**src/sbbm_pkg.sv**
```systemverilog
package sbbm_pkg;

    localparam int BIN_VAL_W  = 24;
    localparam int MAG_W      = 24;
    localparam int ACC_W      = 28;
    localparam int BAND_W     = 5;
    localparam int LEVEL_W    = 7;
    localparam int EDGE_W     = 9;
    localparam int RECIP_W    = 17;
    localparam int MEM_W      = 23;
    localparam int MA_W       = 29;
    localparam int MB_W       = 27;
    localparam int PROD_W     = MA_W + MB_W;
    localparam int CFG_IDX_W  = 3;
    localparam int CFG_DATA_W = 16;
    localparam int TOTAL_BANDS = 32;

    typedef logic signed [BIN_VAL_W-1:0] t_bin;
    typedef logic [BAND_W-1:0]           t_band;
    typedef logic [LEVEL_W-1:0]          t_level;
    typedef logic [2:0]                  t_op;

    localparam logic [CFG_IDX_W-1:0] REG_SMOOTH = 3'd0;
    localparam logic [CFG_IDX_W-1:0] REG_DECAY  = 3'd1;
    localparam logic [CFG_IDX_W-1:0] REG_SENS   = 3'd2;
    localparam logic [CFG_IDX_W-1:0] REG_COEFF  = 3'd3;
    localparam logic [CFG_IDX_W-1:0] REG_CENTER = 3'd4;

    localparam logic        SMOOTH_RST = 1'b1;
    localparam logic [15:0] DECAY_RST  = 16'd60293;
    localparam logic [15:0] SENS_RST   = 16'd1150;
    localparam logic [15:0] COEFF_RST  = 16'd4260;
    localparam t_band       CENTER_RST = 5'd8;

    localparam t_level LEVEL_MAX = 7'd100;

    localparam t_op OP_SQ   = 3'd0;
    localparam t_op OP_GAIN = 3'd1;
    localparam t_op OP_MEAN = 3'd2;
    localparam t_op OP_T1   = 3'd3;
    localparam t_op OP_TGT  = 3'd4;
    localparam t_op OP_DEC  = 3'd5;

    localparam logic [EDGE_W-1:0] BAND_EDGES [0:TOTAL_BANDS] = '{
        9'd6,   9'd7,   9'd8,   9'd9,   9'd10,  9'd11,  9'd13,  9'd15,
        9'd17,  9'd20,  9'd23,  9'd27,  9'd31,  9'd36,  9'd42,  9'd49,
        9'd57,  9'd66,  9'd76,  9'd88,  9'd101, 9'd116, 9'd133, 9'd152,
        9'd173, 9'd196, 9'd221, 9'd248, 9'd277, 9'd295, 9'd305, 9'd312,
        9'd320
    };

    // rounded q1.16 reciprocal of each band width
    localparam logic [RECIP_W-1:0] BAND_RECIP [0:TOTAL_BANDS-1] = '{
        17'd65536, 17'd65536, 17'd65536, 17'd65536, 17'd65536, 17'd32768,
        17'd32768, 17'd32768, 17'd21845, 17'd21845, 17'd16384, 17'd16384,
        17'd13107, 17'd10923, 17'd9362,  17'd8192,  17'd7282,  17'd6554,
        17'd5461,  17'd5041,  17'd4369,  17'd3855,  17'd3449,  17'd3121,
        17'd2849,  17'd2621,  17'd2427,  17'd2260,  17'd3641,  17'd6554,
        17'd9362,  17'd8192
    };

    typedef struct packed {
        logic take;
        logic step;
        logic mul;
        t_op  op;
        logic emit;
    } t_cmd;

    typedef struct packed {
        logic band_end;
        logic out_free;
    } t_stat;

endpackage

```
**src/sbbm_in_if.sv**
```systemverilog
interface sbbm_in_if;
    import sbbm_pkg::*;

    logic valid;
    logic ready;
    t_bin bin_value;
    logic frame_start;

    modport source (output valid, output bin_value, output frame_start, input ready);
    modport sink (input valid, input bin_value, input frame_start, output ready);
endinterface

```
**src/sbbm_out_if.sv**
```systemverilog
interface sbbm_out_if;
    import sbbm_pkg::*;

    logic   valid;
    logic   ready;
    t_band  bar_index;
    t_level bar_level;
    logic   last_bar;

    modport source (output valid, output bar_index, output bar_level, output last_bar,
                    input ready);
    modport sink (input valid, input bar_index, input bar_level, input last_bar,
                  output ready);
endinterface

```
**src/spectrum_band_bar_meter_unit.sv**
```systemverilog
// Spectrum band bar meter: takes one spectrum bin per input beat (frame_start marks bin 0),
// sums bin magnitudes over fixed log-spaced bands and, when a band closes, emits one bar
// beat with the scaled, clamped and optionally decay-smoothed level in percent. A bin that
// does not close a band is captured, then updates the band. One that closes a band also uses
// one shared 29x27 multiplier for six products in turn: distance squared, curve gain, band
// mean, sensitivity product, target and decayed level, and waits for the output register to
// drain. Bar levels sit in flip-flops cleared by reset, so the block is ready right after
// reset. The user must write configuration only while idle; the block does not enforce it.
module spectrum_band_bar_meter_unit #(
    parameter int NUM_BARS      = 32,
    parameter int SPECTRUM_BINS = 512
) (
    input  logic                                i_clk,
    input  logic                                i_rst_n,
    sbbm_in_if.sink                             i_in,
    sbbm_out_if.source                          o_out,
    input  logic                                i_cfg_we,
    input  logic [sbbm_pkg::CFG_IDX_W-1:0]      i_cfg_idx,
    input  logic [sbbm_pkg::CFG_DATA_W-1:0]     i_cfg_data
);
    import sbbm_pkg::*;

    t_cmd  w_cmd;
    t_stat w_stat;

    sbbm_ctrl u_ctrl (
        .i_clk      (i_clk),
        .i_rst_n    (i_rst_n),
        .i_in_valid (i_in.valid),
        .o_in_ready (i_in.ready),
        .i_stat     (w_stat),
        .o_cmd      (w_cmd)
    );

    sbbm_dp #(
        .NUM_BARS      (NUM_BARS),
        .SPECTRUM_BINS (SPECTRUM_BINS)
    ) u_dp (
        .i_clk         (i_clk),
        .i_rst_n       (i_rst_n),
        .i_cmd         (w_cmd),
        .o_stat        (w_stat),
        .i_bin_value   (i_in.bin_value),
        .i_frame_start (i_in.frame_start),
        .i_cfg_we      (i_cfg_we),
        .i_cfg_idx     (i_cfg_idx),
        .i_cfg_data    (i_cfg_data),
        .i_out_ready   (o_out.ready),
        .o_out_valid   (o_out.valid),
        .o_bar_index   (o_out.bar_index),
        .o_bar_level   (o_out.bar_level),
        .o_last_bar    (o_out.last_bar)
    );

endmodule

```
**src/sbbm_ctrl.sv**
```systemverilog
module sbbm_ctrl (
    input  logic           i_clk,
    input  logic           i_rst_n,
    input  logic           i_in_valid,
    output logic           o_in_ready,
    input  sbbm_pkg::t_stat i_stat,
    output sbbm_pkg::t_cmd  o_cmd
);
    import sbbm_pkg::*;

    localparam logic [3:0] S_IDLE = 4'd0;
    localparam logic [3:0] S_STEP = 4'd1;
    localparam logic [3:0] S_SQ   = 4'd2;
    localparam logic [3:0] S_GAIN = 4'd3;
    localparam logic [3:0] S_MEAN = 4'd4;
    localparam logic [3:0] S_T1   = 4'd5;
    localparam logic [3:0] S_TGT  = 4'd6;
    localparam logic [3:0] S_FIN  = 4'd7;
    localparam logic [3:0] S_EMIT = 4'd8;

    logic [3:0] r_state;
    logic [3:0] n_state;

    always_comb begin
        n_state = r_state;
        o_cmd   = '0;
        unique case (r_state)
            S_IDLE: begin
                o_cmd.take = i_in_valid;
                if (i_in_valid) begin
                    n_state = S_STEP;
                end
            end
            S_STEP: begin
                o_cmd.step = 1'b1;
                n_state    = i_stat.band_end ? S_SQ : S_IDLE;
            end
            S_SQ: begin
                o_cmd.mul = 1'b1;
                o_cmd.op  = OP_SQ;
                n_state   = S_GAIN;
            end
            S_GAIN: begin
                o_cmd.mul = 1'b1;
                o_cmd.op  = OP_GAIN;
                n_state   = S_MEAN;
            end
            S_MEAN: begin
                o_cmd.mul = 1'b1;
                o_cmd.op  = OP_MEAN;
                n_state   = S_T1;
            end
            S_T1: begin
                o_cmd.mul = 1'b1;
                o_cmd.op  = OP_T1;
                n_state   = S_TGT;
            end
            S_TGT: begin
                o_cmd.mul = 1'b1;
                o_cmd.op  = OP_TGT;
                n_state   = S_FIN;
            end
            S_FIN: begin
                o_cmd.mul = 1'b1;
                o_cmd.op  = OP_DEC;
                n_state   = S_EMIT;
            end
            S_EMIT: begin
                o_cmd.emit = i_stat.out_free;
                if (i_stat.out_free) begin
                    n_state = S_IDLE;
                end
            end
            default: begin
                n_state = S_IDLE;
            end
        endcase
    end

    always_ff @(posedge i_clk) begin
        if (!i_rst_n) begin
            r_state <= S_IDLE;
        end else begin
            r_state <= n_state;
        end
    end

    assign o_in_ready = (r_state == S_IDLE);

endmodule

```
**src/sbbm_dp.sv**
```systemverilog
module sbbm_dp #(
    parameter int NUM_BARS      = 32,
    parameter int SPECTRUM_BINS = 512
) (
    input  logic                                i_clk,
    input  logic                                i_rst_n,
    input  sbbm_pkg::t_cmd                      i_cmd,
    output sbbm_pkg::t_stat                     o_stat,
    input  sbbm_pkg::t_bin                      i_bin_value,
    input  logic                                i_frame_start,
    input  logic                                i_cfg_we,
    input  logic [sbbm_pkg::CFG_IDX_W-1:0]      i_cfg_idx,
    input  logic [sbbm_pkg::CFG_DATA_W-1:0]     i_cfg_data,
    input  logic                                i_out_ready,
    output logic                                o_out_valid,
    output sbbm_pkg::t_band                     o_bar_index,
    output sbbm_pkg::t_level                    o_bar_level,
    output logic                                o_last_bar
);
    import sbbm_pkg::*;

    localparam int    BIN_W     = $clog2(SPECTRUM_BINS);
    localparam int    BAR_IDX_W = (NUM_BARS > 1) ? $clog2(NUM_BARS) : 1;
    localparam t_band BAND_MAX  = BAND_W'(NUM_BARS - 1);

    // configuration
    logic        r_smooth;
    logic [15:0] r_decay;
    logic [15:0] r_sens;
    logic [15:0] r_coeff;
    t_band       r_center;

    always_ff @(posedge i_clk) begin
        if (!i_rst_n) begin
            r_smooth <= SMOOTH_RST;
            r_decay  <= DECAY_RST;
            r_sens   <= SENS_RST;
            r_coeff  <= COEFF_RST;
            r_center <= CENTER_RST;
        end else if (i_cfg_we) begin
            unique case (i_cfg_idx)
                REG_SMOOTH: r_smooth <= i_cfg_data[0];
                REG_DECAY:  r_decay  <= i_cfg_data;
                REG_SENS:   r_sens   <= i_cfg_data;
                REG_COEFF:  r_coeff  <= i_cfg_data;
                REG_CENTER: r_center <= i_cfg_data[BAND_W-1:0];
                default: begin
                end
            endcase
        end
    end

    // input beat capture
    logic [MAG_W-1:0] w_mag;
    logic [MAG_W-1:0] r_mag;
    logic             r_fs;

    assign w_mag = i_bin_value[BIN_VAL_W-1] ? (MAG_W'(0) - $unsigned(i_bin_value))
                                             : $unsigned(i_bin_value);

    always_ff @(posedge i_clk) begin
        if (i_cmd.take) begin
            r_mag <= w_mag;
            r_fs  <= i_frame_start;
        end
    end

    // band tracking
    logic [BIN_W-1:0] r_bin_cnt;
    t_band            r_band_cnt;
    logic [ACC_W-1:0] r_acc;
    logic [ACC_W-1:0] r_acc_snap;
    t_band            r_cur_band;

    logic [BIN_W-1:0] w_cnt;
    t_band            w_band;
    logic [ACC_W-1:0] w_acc0;
    logic [ACC_W-1:0] w_acc_sum;
    logic [BIN_W-1:0] w_lo;
    logic [BIN_W-1:0] w_hi;
    logic             w_inband;
    logic             w_end;

    assign w_cnt     = r_fs ? '0 : r_bin_cnt;
    assign w_band    = r_fs ? '0 : r_band_cnt;
    assign w_acc0    = r_fs ? '0 : r_acc;
    assign w_acc_sum = w_acc0 + ACC_W'(r_mag);
    assign w_lo      = BIN_W'(BAND_EDGES[6'(w_band)]);
    assign w_hi      = BIN_W'(BAND_EDGES[6'(w_band) + 6'd1]);
    assign w_inband  = (w_cnt >= w_lo) && (w_cnt < w_hi);
    assign w_end     = w_inband && (w_cnt == (w_hi - BIN_W'(1)));

    always_ff @(posedge i_clk) begin
        if (!i_rst_n) begin
            r_bin_cnt  <= '0;
            r_band_cnt <= '0;
            r_acc      <= '0;
        end else if (i_cmd.step) begin
            r_bin_cnt  <= (w_cnt < BIN_W'(SPECTRUM_BINS - 1)) ? w_cnt + BIN_W'(1) : w_cnt;
            r_band_cnt <= (w_end && (w_band < BAND_MAX)) ? w_band + BAND_W'(1) : w_band;
            r_acc      <= w_end ? '0 : (w_inband ? w_acc_sum : w_acc0);
        end
    end

    always_ff @(posedge i_clk) begin
        if (i_cmd.step) begin
            r_acc_snap <= w_acc_sum;
            r_cur_band <= w_band;
        end
    end

    // bar levels, q7.16
    logic [MEM_W-1:0] r_bar_mem [NUM_BARS];
    logic [MEM_W-1:0] w_mem_rd;

    assign w_mem_rd = r_bar_mem[r_cur_band[BAR_IDX_W-1:0]];

    // shared multiplier
    logic [MA_W-1:0]   w_ma;
    logic [MB_W-1:0]   w_mb;
    logic [PROD_W-1:0] w_prod;
    logic [PROD_W-1:0] r_prod;
    t_band             w_dabs;
    logic [MB_W-1:0]   r_gain;
    logic              r_early;
    t_level            r_target;
    logic [MEM_W-1:0]  r_mem;

    assign w_dabs = (r_cur_band >= r_center) ? (r_cur_band - r_center)
                                             : (r_center - r_cur_band);

    always_comb begin
        case (i_cmd.op)
            OP_SQ: begin
                w_ma = MA_W'(w_dabs);
                w_mb = MB_W'(w_dabs);
            end
            OP_GAIN: begin
                w_ma = MA_W'(r_coeff);
                w_mb = MB_W'(r_prod[9:0]);
            end
            OP_MEAN: begin
                w_ma = MA_W'(r_acc_snap);
                w_mb = MB_W'(BAND_RECIP[r_cur_band]);
            end
            OP_T1: begin
                w_ma = r_prod[44:16];
                w_mb = MB_W'(r_sens);
            end
            OP_TGT: begin
                w_ma = MA_W'(r_prod[22:0]);
                w_mb = r_gain;
            end
            OP_DEC: begin
                w_ma = MA_W'(w_mem_rd);
                w_mb = MB_W'(r_decay);
            end
            default: begin
                w_ma = '0;
                w_mb = '0;
            end
        endcase
    end

    assign w_prod = PROD_W'(w_ma) * PROD_W'(w_mb);

    always_ff @(posedge i_clk) begin
        if (i_cmd.mul) begin
            r_prod <= w_prod;
            case (i_cmd.op)
                OP_MEAN: begin
                    r_gain <= MB_W'(17'h10000) + MB_W'(r_prod[25:0]);
                end
                OP_TGT: begin
                    r_early <= (r_prod[PROD_W-1:16] >= 40'd100);
                end
                OP_DEC: begin
                    r_target <= (r_early || (r_prod[PROD_W-1:32] > 24'd100))
                                ? LEVEL_MAX : r_prod[38:32];
                    r_mem    <= w_mem_rd;
                end
                default: begin
                end
            endcase
        end
    end

    // smoothing and result
    logic [MEM_W-1:0] w_tq;
    logic [MEM_W-1:0] w_dec;
    logic [MEM_W-1:0] w_new;
    t_level           w_level;

    assign w_tq    = {r_target, 16'h0000};
    assign w_dec   = r_prod[38:16];
    assign w_new   = (w_tq >= r_mem) ? w_tq : ((w_dec < w_tq) ? w_tq : w_dec);
    assign w_level = r_smooth ? w_new[MEM_W-1:16] : r_target;

    always_ff @(posedge i_clk) begin
        if (!i_rst_n) begin
            for (int i = 0; i < NUM_BARS; i++) begin
                r_bar_mem[i] <= '0;
            end
        end else if (i_cmd.emit && r_smooth) begin
            r_bar_mem[r_cur_band[BAR_IDX_W-1:0]] <= w_new;
        end
    end

    logic r_ov;

    always_ff @(posedge i_clk) begin
        if (!i_rst_n) begin
            r_ov <= 1'b0;
        end else if (i_cmd.emit) begin
            r_ov <= 1'b1;
        end else if (i_out_ready) begin
            r_ov <= 1'b0;
        end
    end

    always_ff @(posedge i_clk) begin
        if (i_cmd.emit) begin
            o_bar_index <= r_cur_band;
            o_bar_level <= w_level;
            o_last_bar  <= (r_cur_band == BAND_MAX);
        end
    end

    assign o_out_valid     = r_ov;
    assign o_stat.band_end = w_end;
    assign o_stat.out_free = !r_ov || i_out_ready;

    a_level_range: assert property (@(posedge i_clk) disable iff (!i_rst_n)
        o_out_valid |-> (o_bar_level <= LEVEL_MAX))
        else $error("bar level above full scale");

    a_last_bar: assert property (@(posedge i_clk) disable iff (!i_rst_n)
        o_out_valid |-> (o_last_bar == (o_bar_index == BAND_MAX)))
        else $error("last bar flag does not match bar index");

    a_band_cnt: assert property (@(posedge i_clk) disable iff (!i_rst_n)
        r_band_cnt <= BAND_MAX)
        else $error("band counter past last band");

    a_emit_loads: assert property (@(posedge i_clk) disable iff (!i_rst_n)
        i_cmd.emit |=> o_out_valid)
        else $error("finished bar not presented");

    a_early_clamp: assert property (@(posedge i_clk) disable iff (!i_rst_n)
        (i_cmd.mul && (i_cmd.op == OP_DEC) && r_early) |=> (r_target == LEVEL_MAX))
        else $error("early clamp lost");

endmodule
```
**src/flat_wrapper.sv**
```systemverilog
// flat-port wrapper written by rule: the top's interface ports become plain ports
module spectrum_band_bar_meter_unit_flat import sbbm_pkg::*;
#(
    parameter int NUM_BARS      = 32,
    parameter int SPECTRUM_BINS = 512
)
  (i_clk, i_rst_n, i_cfg_we, i_cfg_idx, i_cfg_data, i_in_valid, i_in_bin_value, i_in_frame_start, i_in_ready, o_out_valid, o_out_bar_index, o_out_bar_level, o_out_last_bar, o_out_ready);
  sbbm_in_if i_in_i ();
  sbbm_out_if o_out_i ();
  input  logic i_clk;
  input  logic i_rst_n;
  input  logic i_cfg_we;
  input  logic [sbbm_pkg::CFG_IDX_W-1:0] i_cfg_idx;
  input  logic [sbbm_pkg::CFG_DATA_W-1:0] i_cfg_data;
  input wire logic [$bits(i_in_i.valid)-1:0] i_in_valid;
  input wire logic [$bits(i_in_i.bin_value)-1:0] i_in_bin_value;
  input wire logic [$bits(i_in_i.frame_start)-1:0] i_in_frame_start;
  output wire logic [$bits(i_in_i.ready)-1:0] i_in_ready;
  output wire logic [$bits(o_out_i.valid)-1:0] o_out_valid;
  output wire logic [$bits(o_out_i.bar_index)-1:0] o_out_bar_index;
  output wire logic [$bits(o_out_i.bar_level)-1:0] o_out_bar_level;
  output wire logic [$bits(o_out_i.last_bar)-1:0] o_out_last_bar;
  input wire logic [$bits(o_out_i.ready)-1:0] o_out_ready;
  assign i_in_i.valid = i_in_valid;
  assign i_in_i.bin_value = i_in_bin_value;
  assign i_in_i.frame_start = i_in_frame_start;
  assign i_in_ready = i_in_i.ready;
  assign o_out_valid = o_out_i.valid;
  assign o_out_bar_index = o_out_i.bar_index;
  assign o_out_bar_level = o_out_i.bar_level;
  assign o_out_last_bar = o_out_i.last_bar;
  assign o_out_i.ready = o_out_ready;
  spectrum_band_bar_meter_unit #(.NUM_BARS(NUM_BARS), .SPECTRUM_BINS(SPECTRUM_BINS)) u_core (.i_clk(i_clk), .i_rst_n(i_rst_n), .i_in(i_in_i), .o_out(o_out_i), .i_cfg_we(i_cfg_we), .i_cfg_idx(i_cfg_idx), .i_cfg_data(i_cfg_data));
endmodule
```
**config.mk**
```make
export PLATFORM = sky130hd
export DESIGN_NAME = spectrum_band_bar_meter_unit_flat
export DESIGN_NICKNAME = d
export VERILOG_FILES = /design/src/sbbm_pkg.sv /design/src/sbbm_in_if.sv /design/src/sbbm_out_if.sv /design/src/spectrum_band_bar_meter_unit.sv /design/src/sbbm_ctrl.sv /design/src/sbbm_dp.sv /design/src/flat_wrapper.sv
export SDC_FILE = /design/constraint.sdc
export NUM_CORES = 2
export LEC_CHECK = 0
export BUFFER_PORTS_ARGS = -buffer_cell sky130_fd_sc_hd__buf_4
export CAP_MARGIN = 20
export CORE_ASPECT_RATIO = 0.8
export CORE_UTILIZATION = 45
export DETAILED_ROUTE_END_ITERATION = 7
export SLEW_MARGIN = 10
export SYNTH_ARGS = -nofsm -noshare
export SYNTH_HDL_FRONTEND = slang
export SYNTH_HIERARCHICAL = 1
export SYNTH_SLANG_ARGS = --single-unit
```
**constraint.sdc**
```tcl
create_clock -name i_clk -period 32.5 [get_ports i_clk]
set_clock_uncertainty 0.2 [all_clocks]
set_input_delay 1.625 -clock i_clk [delete_from_list [all_inputs] [get_ports i_clk]]
set_output_delay 1.625 -clock i_clk [all_outputs]
set_load 0.01 [all_outputs]
```
==> results.md <==
- CTS hold repair buffers: 0
- CP max stage delay: 920 ps
- CTS resizes: 0
- CP max-delay cell: dfxtp_4
- Core area: 160000 um^2
- Register area share after synthesis: 0.411
- CTS tree: done
- Worst skew pair latency: 720 ps
- Post-route antenna net violation count: 0
- Post-synthesis cell type count: 108
- Port Buf Inserts: 63
- Deepest clock path buffer count: 3
- Most used DFF post-synth: edfxtp_1
- CTS Root Cell: clkbuf_16
- GRT Total Usage: 0.270
- Failing checks: design-rule violations
- Dpl hpwl: 150000 um
- Mapped Cells: 6543
- Synth Cell Area: 72400 um^2
- Register area: 29800 um^2
- Synth Warn #: 6
- Critical path required time: 32750 ps
- First-pass GRT wire length: 326000 um
- Largest family of logic cells by synthesized area: adder cells
- Antenna violations before repair: 10
- WL per Instance: 25.0 um
- Status: complete, but fails checks
- Final Wtd Congestion: 0.905
- Compound-Gate Fraction of Synth Area: 0.0486
- Slew HR: 0.226
- Syn_area_per_cell: 11.1 um^2
- Post-CTS setup buffers: 0
- # fillers: 14284
- Starting Density: 0.454
- Fin cells: 8715
- P_leak: 0.0332 uW
- Startpoint Class: flip-flop
- Number of flops mapped to enable cells by yosys: 921
- Fin Hold WS: 255 ps
- P&R area growth vs syn: 8.53%
- Setup-failing EPs final: 0
- Die Span Y: 361 um
- Measured slew at the worst slew-check pin: 1160 ps
- Simple-gate share of the synthesized area: 0.134
- Final hold viol count: 0
- Multiplexer share of the synthesized area: 0.0873
- Crit path time final: 12610 ps
- Most frequent cells in the layout: edfxtp_1, nand2_1, nor2_1
- Crit-path max FO: 54
- Peak supply drop: 0.0396 mV
- MaxCap Viol Count: 0
- Reg clk slew, reported paths: 70 ps
- Layout cells sized above 1: 0.106
- CTS buffer count: 96
- Tcrit/Tclk final: 0.388
- Register bit total from synthesis: 1027
- Vias: 50018
- Remaining DRCs: 4
- Async SR Flop Fraction: 0
- Cells after DPL: 8529
- Grt ovf: 0
- Pwr Density: 39.7 nW/um^2
- Critical Path Most Common Cell: fa_1
- H-tree levels: 3
- Fmax achieved: 0.0793 GHz
- Detailed Routing Iterations Pass 1: 8
- Horiz. Die Dim: 451 um
- Iteration-0 DRC count of the detailed router: 5882
- Drt total wl: 218000 um
- Sum of negative setup slack: 0 ps
- Final net count: 7513
- Die footprint: 163000 um^2
- Std cell rows: 131
- Critical Path AT: 12870 ps
- Pins over their slew limit: 0
- Adder-Cell Fraction of Synth Area: 0.236
- Multi-input logic area: 38100 um^2
- Vias per cell: 5.74
- Commonest non-fill, non-tap cell in the layout: edfxtp_1
- HP Class: flip-flop to flip-flop
- Crit Path Class: flip-flop to flip-flop
- CP endpoint kind: flip-flop
- Ports: 64
- Pin count of the biggest net entering global routing: 95
- Via count of the first global-routing pass: 49814
- RSZ-0062 raised after global routing: false
- Clock Sinks: 1027
- XOR/XNOR share of the synthesized area: 0.0148
## power by group
group          switching [uW]  internal [uW]  leakage (uW)
Combinational             317            206        0.0216
Clock                     515            574       0.00144
Sequential               21.4           1490        0.0102
## worst paths after layout
kind	startpoint	to	slack (ps)	cells after the start
max	flip-flop	u_core/u_dp/r_prod[48]	19890	31
min	u_core/u_dp/r_acc[7]	u_core/u_dp/r_acc[7]	250	2
max reg2reg	flip-flop	u_core/u_dp/r_prod[48]	19890	31
min reg2reg	u_core/u_dp/r_acc[7]	u_core/u_dp/r_acc[7]	250	2
## per-layer routing
layer | wire length, um | global-route usage | vias to the layer above
li1 | - | - | 21442
met1 | 94100 | 0.407 | 25710
met2 | 91900 | 0.386 | 2577
met3 | 26000 | 0.0683 | 287
met4 | 5970 | 0.0670 | 2
met5 | 13 | 0 | -
## stage by stage
step           worst slack (ps)  total power (uW)  utilization  area, um^2
2_1_floorplan             20660              1890            -       72600
3_3_place_gp              19880              2030        0.473       75500
3_5_place_dp              19920              2040        0.473       75600
4_1_cts                   19860              3120        0.492       78500
5_1_grt                   19120              3250        0.492       78600
6_report                  19890              3120        0.492       78600
## synth_stat cells (9+ instances only)
cell type,count,area share
o21a_1,15,0.0016
xnor2_1,89,0.011
nor3_1,25,0.0017
ha_1,283,0.049
mux2i_1,78,0.011
a221oi_1,9,0.0011
a22o_1,10,0.0012
a22oi_1,13,0.0013
and3_1,25,0.0022
inv_1,849,0.044
buf_4,11,0.0011
dfxtp_1,106,0.029
o22ai_1,21,0.0018
nor2b_1,62,0.0054
nand2b_1,30,0.0026
o211ai_1,17,0.0018
mux4_2,232,0.072
edfxtp_1,921,0.38
nand3_1,70,0.0048
nand4_1,24,0.0021
buf_2,63,0.0044
o21ai_0,93,0.0064
a31oi_1,14,0.0012
or3_1,10,0.00086
clkbuf_1,330,0.017
buf_1,15,0.00078
fa_1,677,0.19
nor2_1,886,0.046
o21bai_1,14,0.0015
a21o_1,51,0.0053
mux2_2,25,0.0039
xor2_1,33,0.0040
and2_1,153,0.013
o31ai_1,13,0.0013
nor4_1,12,0.0010
nand2_1,928,0.048
a211oi_1,17,0.0018
a21oi_1,186,0.013
## state kept, by name (all words and copies together), names as in the netlist, 7 cells and up, named ones only
register	cells
u_core/u_dp/o_bar_level	7
u_core/u_dp/r_acc	28
u_core/u_dp/r_acc_snap	28
u_core/u_dp/r_bar_mem	736
u_core/u_dp/r_bin_cnt	9
u_core/u_dp/r_coeff	16
u_core/u_dp/r_decay	16
u_core/u_dp/r_gain	27
u_core/u_dp/r_mag	24
u_core/u_dp/r_mem	23
u_core/u_dp/r_prod	56
u_core/u_dp/r_sens	16
u_core/u_dp/r_target	7
## layout make-up
cell class                 count  area share
clock inverter                53     0.00495
clock buffer                 125      0.0325
sequential                  1027       0.379
timing repair buffer         227      0.0232
antenna                        3   0.0000955
tap                         2128      0.0339
multi-input combinational   4293       0.485
inverter                     859      0.0410
## cells by family after synthesis
logic type      after synthesis
compound gates              546
other cells                   2
fa+ha+maj                   960
flops                      1027
simple gates               2267
mux                         337
buf+inv                    1282
xor+xnor                    122
## critical path, delay by kind of cell, from the launching register on
kind            cells  cell delay [ps]
fa+ha+maj           8             3630
compound gates      9             2930
buf+inv             7             2540
simple gates        3              390
mux                 3             1390
xor+xnor            1              170
flops               1              920
Note: power is estimated with default switching activity, not from simulation.
